**config.mk**
```make
export PLATFORM = sky130hd
export DESIGN_NAME = transport_param_tlv_parser_top
export DESIGN_NICKNAME = d
export VERILOG_FILES = /design/src/hdl/tptlv_pkg.sv /design/src/hdl/tptlv_ram.sv /design/src/hdl/tptlv_front.sv /design/src/hdl/tptlv_back.sv /design/src/hdl/transport_param_tlv_parser_top.sv
export SDC_FILE = /design/constraint.sdc
export NUM_CORES = 1
export LEC_CHECK = 0
export ABC_AREA = 1
export BUFFER_PORTS_ARGS = -buffer_cell sky130_fd_sc_hd__buf_2
export CORE_UTILIZATION = 35
export CTS_CLUSTER_DIAMETER = 50
export DETAILED_ROUTE_END_ITERATION = 10
export GPL_TIMING_DRIVEN = 0
export SLEW_MARGIN = 30
export SYNTH_ARGS = -nofsm -noshare
export SYNTH_HDL_FRONTEND = slang
export SYNTH_SLANG_ARGS = --single-unit
```
**constraint.sdc**
```tcl
create_clock -name clk_i -period 7.45 [get_ports clk_i]
set_input_delay 1.1175 -clock clk_i [delete_from_list [all_inputs] [get_ports clk_i]]
set_output_delay 1.1175 -clock clk_i [all_outputs]
set_load 0.05 [all_outputs]
```
**src/hdl/tptlv_pkg.sv**
```systemverilog
// Package: shared types, constants and item kind codes for the TLV parser.
`timescale 1ns / 1ps
`default_nettype none
package tptlv_pkg;

  localparam logic [15:0] DefMaxPacket = 16'd1452;
  localparam logic [4:0]  DefAckExp    = 5'd3;
  localparam logic [5:0]  DefVerCap    = 6'd63;
  localparam int unsigned DefQueueDepth = 4;

  localparam logic [1:0] CfgRole   = 2'd0;
  localparam logic [1:0] CfgMaxPkt = 2'd1;
  localparam logic [1:0] CfgAckExp = 2'd2;
  localparam logic [1:0] CfgVerCap = 2'd3;

  localparam logic [3:0] KindVersion  = 4'd0;
  localparam logic [3:0] KindVerEntry = 4'd1;
  localparam logic [3:0] KindStrData  = 4'd2;
  localparam logic [3:0] KindData     = 4'd3;
  localparam logic [3:0] KindBidi     = 4'd4;
  localparam logic [3:0] KindUni      = 4'd5;
  localparam logic [3:0] KindIdle     = 4'd6;
  localparam logic [3:0] KindPacket   = 4'd7;
  localparam logic [3:0] KindExponent = 4'd8;
  localparam logic [3:0] KindTokenHi  = 4'd9;
  localparam logic [3:0] KindTokenLo  = 4'd10;
  localparam logic [3:0] KindStatus   = 4'd11;

  // One entry between front and back: optional value item plus optional status.
  typedef struct packed {
    logic        has_val;
    logic [3:0]  kind;
    logic [63:0] value;
    logic        has_stat;
    logic        rejected;
    logic [15:0] eff_pkt;
    logic [7:0]  eff_exp;
  } ent_t;

  typedef struct packed {
    logic [3:0]  kind;
    logic [63:0] value;
    logic        rejected;
    logic [15:0] eff_pkt;
    logic [7:0]  eff_exp;
    logic        final_flag;
  } res_t;

endpackage
`default_nettype wire

```
**src/hdl/tptlv_ram.sv**
```systemverilog
// Generic single write, single read RAM with registered read data.
`timescale 1ns / 1ps
`default_nettype none
module tptlv_ram #(
  parameter int unsigned Width = 8,
  parameter int unsigned Depth = 4
) (
  input  wire logic                     clk_i,
  input  wire logic                     we_i,
  input  wire logic [$clog2(Depth)-1:0] waddr_i,
  input  wire logic [Width-1:0]         wdata_i,
  input  wire logic [$clog2(Depth)-1:0] raddr_i,
  output logic      [Width-1:0]         rdata_o
);
  logic [Width-1:0] mem_q [Depth];
  always_ff @(posedge clk_i) begin
    if (we_i) mem_q[waddr_i] <= wdata_i;
    rdata_o <= mem_q[raddr_i];
  end
endmodule
`default_nettype wire

```
**src/hdl/tptlv_front.sv**
```systemverilog
// Front: byte parser state machine, produces at most one queue entry per byte.
`timescale 1ns / 1ps
`default_nettype none
module tptlv_front (
  input  wire logic                 clk_i,
  input  wire logic                 rst_ni,
  input  wire logic                 step_i,
  input  wire logic [7:0]           data_byte_i,
  input  wire logic                 end_of_block_i,
  input  wire logic                 server_i,
  input  wire logic [15:0]          def_pkt_i,
  input  wire logic [4:0]           def_exp_i,
  input  wire logic [5:0]           ver_cap_i,
  output tptlv_pkg::ent_t           ent_o,
  output logic                      ent_used_o
);
  import tptlv_pkg::*;

  localparam logic [3:0] PhVer = 4'd0, PhVlen = 4'd1, PhVlist = 4'd2, PhSize = 4'd3,
                         PhRhdr = 4'd4, PhValue = 4'd5, PhSkip = 4'd6, PhDone = 4'd7,
                         PhErr = 4'd8;

  logic [3:0]  ph_q, ph_d;
  logic [2:0]  hcnt_q, hcnt_d;
  logic [15:0] left_q, left_d, rid_q, rid_d, rlen_q, rlen_d;
  logic [63:0] sh_q, sh_d;
  logic [4:0]  fcnt_q, fcnt_d;
  logic [7:0]  seen_q, seen_d;
  logic [5:0]  vleft_q, vleft_d;
  logic        err_q, err_d;
  logic [15:0] rxpkt_q, rxpkt_d;
  logic [7:0]  rxexp_q, rxexp_d;

  function automatic logic [7:0] seen_bit(input logic [15:0] id);
    logic [7:0] r;
    r = 8'h00;
    unique case (id)
      16'd0: r = 8'h01;
      16'd1: r = 8'h02;
      16'd2: r = 8'h04;
      16'd3: r = 8'h08;
      16'd5: r = 8'h10;
      16'd6: r = 8'h20;
      16'd7: r = 8'h40;
      16'd8: r = 8'h80;
      default: r = 8'h00;
    endcase
    return r;
  endfunction

  logic [63:0] sh_in, v4;
  logic [15:0] lft_dec, id_n, len_n, need;
  logic        skip, forbid;
  logic [2:0]  hinc;
  logic [4:0]  finc;
  logic        ok;

  // next-record decision using a given bytes-left value
  function automatic logic [3:0] nr_phase(input logic srv, input logic [15:0] l);
    if (srv) begin
      if (l == 16'd0) return PhDone;
      else if (l < 16'd4) return PhErr;
      else return PhRhdr;
    end
    return (l < 16'd4) ? PhDone : PhRhdr;
  endfunction

  always_comb begin
    ent_o = '0;
    ph_d = ph_q; hcnt_d = hcnt_q; left_d = left_q; rid_d = rid_q; rlen_d = rlen_q;
    sh_d = sh_q; fcnt_d = fcnt_q; seen_d = seen_q; vleft_d = vleft_q; err_d = err_q;
    rxpkt_d = rxpkt_q; rxexp_d = rxexp_q;
    sh_in = {sh_q[55:0], data_byte_i};
    v4 = {sh_in[61:0], 2'b00};
    lft_dec = left_q - 16'd1;
    hinc = hcnt_q + 3'd1;
    finc = fcnt_q + 5'd1;
    id_n = sh_in[31:16];
    len_n = sh_in[15:0];
    need = 16'd0; skip = 1'b0; forbid = 1'b0;
    unique case (id_n)
      16'd0, 16'd1: need = 16'd4;
      16'd2, 16'd3, 16'd5, 16'd8: need = 16'd2;
      16'd7: need = 16'd1;
      16'd6: begin need = 16'd16; forbid = !server_i; end
      16'd4: begin skip = 1'b1; forbid = !server_i; end
      default: skip = 1'b1;
    endcase
    unique case (ph_q)
      PhVer: begin
        sh_d = sh_in; hcnt_d = hinc;
        if (hinc == 3'd4) begin
          ent_o.has_val = 1'b1; ent_o.kind = KindVersion;
          ent_o.value = {32'd0, sh_in[31:0]};
          sh_d = '0; hcnt_d = '0; ph_d = server_i ? PhVlen : PhSize;
        end
      end
      PhVlen: begin
        if (data_byte_i < 8'd4 || data_byte_i[1:0] != 2'd0 ||
            data_byte_i[7:2] > ver_cap_i) begin
          err_d = 1'b1; ph_d = PhErr;
        end else begin
          vleft_d = data_byte_i[7:2]; hcnt_d = '0; sh_d = '0; ph_d = PhVlist;
        end
      end
      PhVlist: begin
        sh_d = sh_in; hcnt_d = hinc;
        if (hinc == 3'd4) begin
          ent_o.has_val = 1'b1; ent_o.kind = KindVerEntry;
          ent_o.value = {32'd0, sh_in[31:0]};
          sh_d = '0; hcnt_d = '0;
          vleft_d = (vleft_q != 6'd0) ? vleft_q - 6'd1 : 6'd0;
          if (vleft_d == 6'd0) ph_d = PhSize;
        end
      end
      PhSize: begin
        sh_d = sh_in; hcnt_d = hinc;
        if (hinc == 3'd2) begin
          if (server_i ? (sh_in[15:0] < 16'd4) : (sh_in[15:0] < 16'd22)) begin
            err_d = 1'b1; ph_d = PhErr;
          end else begin
            left_d = sh_in[15:0];
            hcnt_d = '0; fcnt_d = '0; sh_d = '0;
            ph_d = nr_phase(server_i, sh_in[15:0]);
            err_d = (ph_d == PhErr);
          end
        end
      end
      PhRhdr: begin
        sh_d = sh_in; left_d = lft_dec; hcnt_d = hinc;
        if (hinc == 3'd4) begin
          rid_d = id_n; rlen_d = len_n; hcnt_d = '0;
          if (len_n > lft_dec || forbid) begin
            err_d = 1'b1; ph_d = PhErr;
          end else if (skip) begin
            if (len_n == 16'd0) begin
              fcnt_d = '0; sh_d = '0;
              ph_d = nr_phase(server_i, lft_dec); err_d = (ph_d == PhErr);
            end else ph_d = PhSkip;
          end else if (len_n != need || (seen_q & seen_bit(id_n)) != 8'h00) begin
            err_d = 1'b1; ph_d = PhErr;
          end else begin
            fcnt_d = '0; sh_d = '0; ph_d = PhValue;
          end
        end
      end
      PhValue: begin
        sh_d = sh_in; left_d = lft_dec; fcnt_d = finc;
        if (rid_q == 16'd6) begin
          if (finc == 5'd8) begin
            ent_o.has_val = 1'b1; ent_o.kind = KindTokenHi; ent_o.value = sh_in;
            sh_d = '0;
          end else if (finc >= 5'd16) begin
            ent_o.has_val = 1'b1; ent_o.kind = KindTokenLo; ent_o.value = sh_in;
            seen_d = seen_q | 8'h20;
            hcnt_d = '0; fcnt_d = '0; sh_d = '0;
            ph_d = nr_phase(server_i, lft_dec); err_d = (ph_d == PhErr);
          end
        end else if ({11'd0, finc} >= rlen_q) begin
          seen_d = seen_q | seen_bit(rid_q);
          ent_o.value = sh_in; ent_o.has_val = 1'b1;
          hcnt_d = '0; fcnt_d = '0; sh_d = '0;
          ph_d = nr_phase(server_i, lft_dec); err_d = (ph_d == PhErr);
          case (rid_q)
            16'd0: ent_o.kind = KindStrData;
            16'd1: ent_o.kind = KindData;
            16'd2: begin
              ent_o.kind = KindBidi;
              if (server_i) ent_o.value = (sh_in != 0) ? v4 - 64'd3 : 64'd0;
              else ent_o.value = v4;
            end
            16'd8: begin
              ent_o.kind = KindUni;
              if (sh_in == 0) ent_o.value = 64'd0;
              else ent_o.value = server_i ? v4 - 64'd1 : v4 - 64'd2;
            end
            16'd3: ent_o.kind = KindIdle;
            16'd5: begin
              ent_o.kind = KindPacket; rxpkt_d = sh_in[15:0];
              if (sh_in < 64'd1200) begin
                ent_o.has_val = 1'b0; err_d = 1'b1; ph_d = PhErr;
              end
            end
            16'd7: begin
              ent_o.kind = KindExponent; rxexp_d = sh_in[7:0];
              if (sh_in > 64'd20) begin
                ent_o.has_val = 1'b0; err_d = 1'b1; ph_d = PhErr;
              end
            end
            default: ent_o.has_val = 1'b0;
          endcase
        end
      end
      PhSkip: begin
        left_d = lft_dec; rlen_d = rlen_q - 16'd1;
        if (rlen_d == 16'd0) begin
          hcnt_d = '0; fcnt_d = '0; sh_d = '0;
          ph_d = nr_phase(server_i, lft_dec); err_d = (ph_d == PhErr);
        end
      end
      default: ;
    endcase
    ok = !err_d && ph_d == PhDone && (seen_d & 8'h0B) == 8'h0B;
    if (end_of_block_i) begin
      ent_o.has_stat = 1'b1;
      ent_o.rejected = !ok;
      ent_o.eff_pkt = seen_d[4] ? rxpkt_d : def_pkt_i;
      ent_o.eff_exp = seen_d[6] ? rxexp_d : {3'd0, def_exp_i};
      ph_d = PhVer; hcnt_d = '0; left_d = '0; rid_d = '0; rlen_d = '0; sh_d = '0;
      fcnt_d = '0; seen_d = '0; vleft_d = '0; err_d = 1'b0; rxpkt_d = '0; rxexp_d = '0;
    end
    ent_used_o = ent_o.has_val | ent_o.has_stat;
  end

  always_ff @(posedge clk_i or negedge rst_ni) begin
    if (!rst_ni) begin
      ph_q <= PhVer; hcnt_q <= '0; left_q <= '0; rid_q <= '0; rlen_q <= '0;
      sh_q <= '0; fcnt_q <= '0; seen_q <= '0; vleft_q <= '0; err_q <= 1'b0;
      rxpkt_q <= '0; rxexp_q <= '0;
    end else if (step_i) begin
      ph_q <= ph_d; hcnt_q <= hcnt_d; left_q <= left_d; rid_q <= rid_d;
      rlen_q <= rlen_d; sh_q <= sh_d; fcnt_q <= fcnt_d; seen_q <= seen_d;
      vleft_q <= vleft_d; err_q <= err_d; rxpkt_q <= rxpkt_d; rxexp_q <= rxexp_d;
    end
  end
endmodule
`default_nettype wire

```
**src/hdl/tptlv_back.sv**
```systemverilog
// Back: entry queue in RAM and result unpacking into up to two items.
`timescale 1ns / 1ps
`default_nettype none
module tptlv_back #(
  parameter int unsigned Depth = tptlv_pkg::DefQueueDepth
) (
  input  wire logic            clk_i,
  input  wire logic            rst_ni,
  input  wire logic            push_i,
  input  tptlv_pkg::ent_t      ent_i,
  output logic                 full_o,
  input  wire logic            pop_i,
  output logic                 empty_o,
  output tptlv_pkg::res_t      res_o
);
  import tptlv_pkg::*;
  localparam int unsigned Aw = $clog2(Depth);
  localparam int unsigned Ew = $bits(ent_t);

  logic [Aw-1:0] wp_q, rp_q;
  logic [Aw:0]   cnt_q;
  logic          ram_v_q, hold_v_q;   // ram read valid, holding stage valid
  ent_t          hold_q, ram_q;
  logic          half_q;              // value part already delivered
  logic          rd, take, pop_ok, ram_take, last_part;
  logic [Ew-1:0] rdata;
  logic [Aw-1:0] raddr, rp_prev;

  // a pending read that is not taken re-reads its own address, so the data holds
  assign rp_prev = (rp_q == '0) ? Aw'(Depth-1) : rp_q - Aw'(1);
  assign raddr   = rd ? rp_q : rp_prev;

  tptlv_ram #(.Width(Ew), .Depth(Depth)) u_ram (
    .clk_i, .we_i(push_i), .waddr_i(wp_q), .wdata_i(ent_i),
    .raddr_i(raddr), .rdata_o(rdata)
  );
  assign ram_q = ent_t'(rdata);

  assign full_o  = cnt_q == (Aw+1)'(Depth);
  assign empty_o = !hold_v_q;
  assign pop_ok  = pop_i && hold_v_q;
  assign last_part = !(hold_q.has_val && hold_q.has_stat && !half_q);
  assign take = !hold_v_q || (pop_ok && last_part);
  assign ram_take = ram_v_q && take;
  // keep at most one read in flight; the count still holds the entry being read
  assign rd = (cnt_q != (Aw+1)'(ram_v_q)) && (!ram_v_q || ram_take);

  always_comb begin
    res_o = '0;
    if (hold_q.has_val && !half_q) begin
      res_o.kind = hold_q.kind; res_o.value = hold_q.value;
    end else begin
      res_o.kind = KindStatus; res_o.rejected = hold_q.rejected;
      res_o.eff_pkt = hold_q.eff_pkt; res_o.eff_exp = hold_q.eff_exp;
      res_o.final_flag = 1'b1;
    end
  end

  always_ff @(posedge clk_i or negedge rst_ni) begin
    if (!rst_ni) begin
      wp_q <= '0; rp_q <= '0; cnt_q <= '0; ram_v_q <= 1'b0; hold_v_q <= 1'b0;
      half_q <= 1'b0;
    end else begin
      if (push_i) wp_q <= (wp_q == Aw'(Depth-1)) ? '0 : wp_q + Aw'(1);
      if (rd) rp_q <= (rp_q == Aw'(Depth-1)) ? '0 : rp_q + Aw'(1);
      cnt_q <= cnt_q + (Aw+1)'(push_i) - (Aw+1)'(ram_take);
      if (rd) ram_v_q <= 1'b1;
      else if (ram_take) ram_v_q <= 1'b0;
      if (pop_ok && !last_part) half_q <= 1'b1;
      if (take) begin
        hold_v_q <= ram_v_q; half_q <= 1'b0;
      end
    end
  end

  always_ff @(posedge clk_i) begin
    if (ram_take) hold_q <= ram_q;
  end
endmodule
`default_nettype wire

```
**src/hdl/transport_param_tlv_parser_top.sv**
```systemverilog
// Top level: transport-parameter TLV parser with queue-style ports.
// Results pass through the queue RAM, its registered read and a holding stage.
// Throughput: one byte per cycle while full is low; a byte giving both a value
// and a status item holds the result side for two pops.
// Reset (rst_ni low, asynchronous) clears parser state and queue and returns config to its defaults.
// full is held high while the entry queue cannot take another entry.
`timescale 1ns / 1ps
`default_nettype none
module transport_param_tlv_parser_top #(
  parameter int unsigned QueueDepth = tptlv_pkg::DefQueueDepth
) (
  input  wire logic        clk_i,
  input  wire logic        rst_ni,
  input  wire logic        push,
  output logic             full,
  input  wire logic [7:0]  data_byte_i,
  input  wire logic        end_of_block_i,
  output logic             empty,
  input  wire logic        pop,
  output logic [3:0]       item_kind_o,
  output logic [63:0]      item_value_o,
  output logic             parse_status_o,
  output logic [15:0]      effective_max_packet_o,
  output logic [7:0]       effective_ack_exponent_o,
  output logic             final_item_o,
  input  wire logic        cfg_valid_i,
  output logic             cfg_ready_o,
  input  wire logic [1:0]  cfg_index_i,
  input  wire logic [15:0] cfg_data_i
);
  import tptlv_pkg::*;

  logic        srv_q;
  logic [15:0] pkt_q;
  logic [4:0]  exp_q;
  logic [5:0]  cap_q;
  ent_t        ent;
  res_t        res;
  logic        used, step, qfull;

  // configuration registers
  assign cfg_ready_o = 1'b1;
  always_ff @(posedge clk_i or negedge rst_ni) begin
    if (!rst_ni) begin
      srv_q <= 1'b0; pkt_q <= DefMaxPacket; exp_q <= DefAckExp; cap_q <= DefVerCap;
    end else if (cfg_valid_i) begin
      unique case (cfg_index_i)
        CfgRole:   srv_q <= cfg_data_i[0];
        CfgMaxPkt: pkt_q <= cfg_data_i;
        CfgAckExp: exp_q <= cfg_data_i[4:0];
        CfgVerCap: cap_q <= cfg_data_i[5:0];
        default: ;
      endcase
    end
  end

  // a byte is taken only when the queue has room for whatever it yields
  assign full = qfull;
  assign step = push && !qfull;

  tptlv_front u_front (
    .clk_i, .rst_ni, .step_i(step), .data_byte_i, .end_of_block_i,
    .server_i(srv_q), .def_pkt_i(pkt_q), .def_exp_i(exp_q), .ver_cap_i(cap_q),
    .ent_o(ent), .ent_used_o(used)
  );

  tptlv_back #(.Depth(QueueDepth)) u_back (
    .clk_i, .rst_ni, .push_i(step && used), .ent_i(ent), .full_o(qfull),
    .pop_i(pop), .empty_o(empty), .res_o(res)
  );

  assign item_kind_o              = res.kind;
  assign item_value_o             = res.value;
  assign parse_status_o           = res.rejected;
  assign effective_max_packet_o   = res.eff_pkt;
  assign effective_ack_exponent_o = res.eff_exp;
  assign final_item_o             = res.final_flag;
endmodule
`default_nettype wire

```
==> run_results.csv <==
group,metric,value,unit
outcome,outcome,"finished, final reports clean",
placement,place_area,39900,um^2
sta,max-slew-margin-rel,28.8,%
sta,clock_skew,0.0423,ns
sta,slew_violations,0,
logic_synthesis,syn-num-nets,3927,
setup_path,path_max_fanout,19,
cts,cts_root_buffer,"clkbuf_16",
global_routing,grt-ovfl-total,0,
cts,ctsHoldBuffers,0,
setup_path,startpoint_type,"flop",
logic_synthesis,ys_types,75,
cts,numCtsBuffers,86,
cells_and_area,drive_gt1_share,14.2,%
logic_synthesis,ys_ff_latch,763,
floorplan,core,104000,um^2
detailed_routing,drt_iter0_drc,2883,
cts,clock-sinks,763,
detailed_routing,via_count,29600,
setup_path,crit_path_frequent_cell,"nand2_1",
global_routing,grt_pass1_wl,178000,um
cts,h-tree-depth,3,
cts,cts_tree,"done",
cells_and_area,area_growth,16.8,%
detailed_routing,drtAntennaViolNets,0,
flow_run,max_cap_viol_count,0,
setup_path,critPathSlowestCell,"dfrtp_1",
sta,hold_violations,0,
placement,portBuffers,127,
cells_and_area,final_area,42900,um^2
logic_synthesis,yosysSeqAreaShare,57.2,%
sta,min_period,4.89,ns
floorplan,die_y,326,um
global_routing,grt_start_max_net_pins,70,
sta,rsz0062_at_grt,"false",
setup_path,required,7.79,ns
logic_synthesis,synth_cells,3848,
setup_path,path_cells,"clkinv_1, o21ai_0, nor2_1, nand2_1, inv_1, nand3_1, nand2_1, nand2_1, a21oi_1, nand4_1, nand3_1, nand2_1, o21ai_4, nor2_4, buf_16, buf_16, buf_16, buf_8",
logic_synthesis,syn_area_per_cell,9.54,um^2
cts,clkTransAtPathRegs,0.06,ns
cts,cts_buffer_depth,3,
detailed_routing,routed_wl,118000,um
global_routing,grtUsageTotal,21.9,%
cts,clock_latency,0.68,ns
cells_and_area,nFillCells,10100,
hold_path,hold_path_class,"input pin to async pin",
placement,gp_congestion,0.989,
detailed_routing,drc,0,
sta,setup_viol,0,
detailed_routing,avgRoutedWirePerCell,21.3,um
setup_path,crit_type,"flop to flop",
logic_synthesis,synthFlopType,"edfxtp_1",
logic_synthesis,synthArstFlopShare,25.3,%
cells_and_area,fin_cells,5544,
cts,post_cts_resized,0,
pwr,peakVddDrop,260,uV
logic_synthesis,synth-edff-count,475,
floorplan,die_area,106000,um^2
setup_path,crit_start,"u_front.sh_q[2]$_DFFE_PN0P_",
detailed_routing,first_pass_iters,6,
sta,max_clock_freq,0.204,GHz
global_routing,antenna_found_initial,5,
logic_synthesis,synth_area,36700,um^2
sta,worst_pin_slew,1.06,ns
setup_path,cp_data_arrival_time,5.23,ns
pwr,leakagePower,17.3,nW
setup_path,timing.rr.start,"u_front.sh_q[2]$_DFFE_PN0P_",
logic_synthesis,yosys.area.top_type_share,38.9,%
sta,finalCritPeriodShare,65.7,%
logic_synthesis,synth_largest_area_cell,"edfxtp_1",
pwr,power_density,446,nW/um^2
cts,post-cts-setup-buffers,0,
cells_and_area,fin_nets,4169,
floorplan,io_pins,129,
logic_synthesis,yosysWarnings,0,
floorplan,initial_core_util,35.4,%
detailed_routing,viasPerCell,5.34,
setup_path,max_stage_delay,0.72,ns
global_routing,grt_pass1_vias,28400,
placement,dpl.hpwl,84100,um
floorplan,die_w,326,um
placement,dp.cells,5382,
floorplan,rows,118,
setup_path,end_kind,"flop",
logic_synthesis,netlist_top_cells_area,"edfxtp_1 39%, dfrtp_1 12%, nand2_1 7.9%",
[cell usage after synthesis, types with 50 or more instances]
library cell and number:
a32oi_1 96, o22ai_1 50, buf_2 60, dfxtp_1 95, nor2_1 399, o211ai_1 83
nand3_1 147, o21ai_0 249, inv_1 361, dfrtp_1 179, nand2_1 770, edfxtp_1 475
clkbuf_1 117, a21oi_1 291
[worst max-delay path: cells and delay by family (launching register included)]
kind / cells / cell delay [ns]
simple gates: 9 / 1.60
buf+inv: 6 / 1.55
flops: 1 / 0.72
compound gates: 3 / 0.64
[through the flow]
| stage | utilization (%) | hold WS (ns) | power (W) | setup TNS [ns] | worst slack [ns] |
|---|---|---|---|---|---|
| after floorplan | - | 0.386 | 0.0118 | 0 | 0.541 |
| after global placement | 37.6 | 0.387 | 0.0146 | -1623.01 | -4.28 |
| after detailed placement | 38.4 | 0.389 | 0.0147 | 0 | 2.05 |
| after CTS | 41.3 | 0.402 | 0.0192 | 0 | 2.63 |
| after global routing | 41.3 | 0.406 | 0.0203 | 0 | 2.28 |
| final | 41.3 | 0.389 | 0.0191 | 0 | 2.56 |
[final timing paths]
check                                                      endpoint  slack, ns  depth (start not counted)
worst min register to register          u_back.hold_q[56]$_DFFE_PP_       0.40                          0
max in group asynchronous             u_front.rid_q[13]$_DFFE_PN0P_       6.16                          2
worst max register to register  u_back.u_ram.mem_q[2][46]$_DFFE_PP_       2.56                         18
worst max-delay path            u_back.u_ram.mem_q[2][46]$_DFFE_PP_       2.56                         18
min in group clk_i                      u_back.hold_q[56]$_DFFE_PP_       0.40                          0
worst min-delay path                      u_back.cnt_q[2]$_DFF_PN0_       0.39                          1
[power breakdown]
group          total (W)  switching [W]  internal [W]
registers        0.00602       0.000401       0.00562
clock network    0.00445        0.00180       0.00264
logic            0.00868        0.00628       0.00240
[cells by family (layout without fill, tap and decap cells)]
logic type      count (synthesis)  in the layout  synth area share, %
fa+ha+maj                      47             47                 1.62
buf+inv                       609            923                 6.97
flops                         763            763                 57.2
simple gates                 1472           1472                 17.3
compound gates                901            901                 15.4
mux                            11             11                0.337
xor+xnor                       44             44                 1.09
other cells                     1              3               0.0102
[cell usage in the layout, fill, tap and decap left out, types with 38 or more instances in the layout]
master / instances
nand2_1: 770
edfxtp_1: 475
nor2_1: 394
inv_1: 361
a21oi_1: 291
o21ai_0: 248
buf_2: 186
dfrtp_1: 179
nand3_1: 147
clkbuf_1: 129
a32oi_1: 96
dfxtp_1: 95
clkbuf_16: 87
o211ai_1: 83
o22ai_1: 50
ha_1: 46
o22ai_2: 40
xor2_1: 38
[flip-flops by register name, indices dropped and copies added (netlist names), 16 cells and up]
name,count
u_front.left_q,16
u_back.hold_q,95
u_front.rid_q,16
u_back.u_ram.rdata_o,95
u_front.rxpkt_q,16
pkt_q,16
u_back.u_ram.mem_q,380
u_front.sh_q,56
u_front.rlen_q,16
[area by class of cell]
| class | instances | area [um^2] | area share (%) |
|---|---|---|---|
| diodes | 2 | 5.00 | 0.0117 |
| plain buffers | 212 | 1060 | 2.47 |
| clock buffers | 113 | 2410 | 5.63 |
| clock inverters | 47 | 622 | 1.45 |
| inverters | 397 | 1500 | 3.49 |
| multi-input cells | 2476 | 13200 | 30.7 |
| flip-flops and latches | 763 | 21000 | 49.0 |
| well taps | 1380 | 1730 | 4.03 |
| repair buffers | 154 | 1370 | 3.19 |
[layer usage]
metal	part of all wire [%]	wire (um)	vias to the layer above	GRT usage, %
li1	-	-	13800	-
met1	44	51400	14300	30.3
met2	46	53900	1249	34.7
met3	7.4	8660	233	3.48
met4	3.2	3810	2	7.49
met5	0.010	12	-	0
Power figures use the tool's default switching activity.
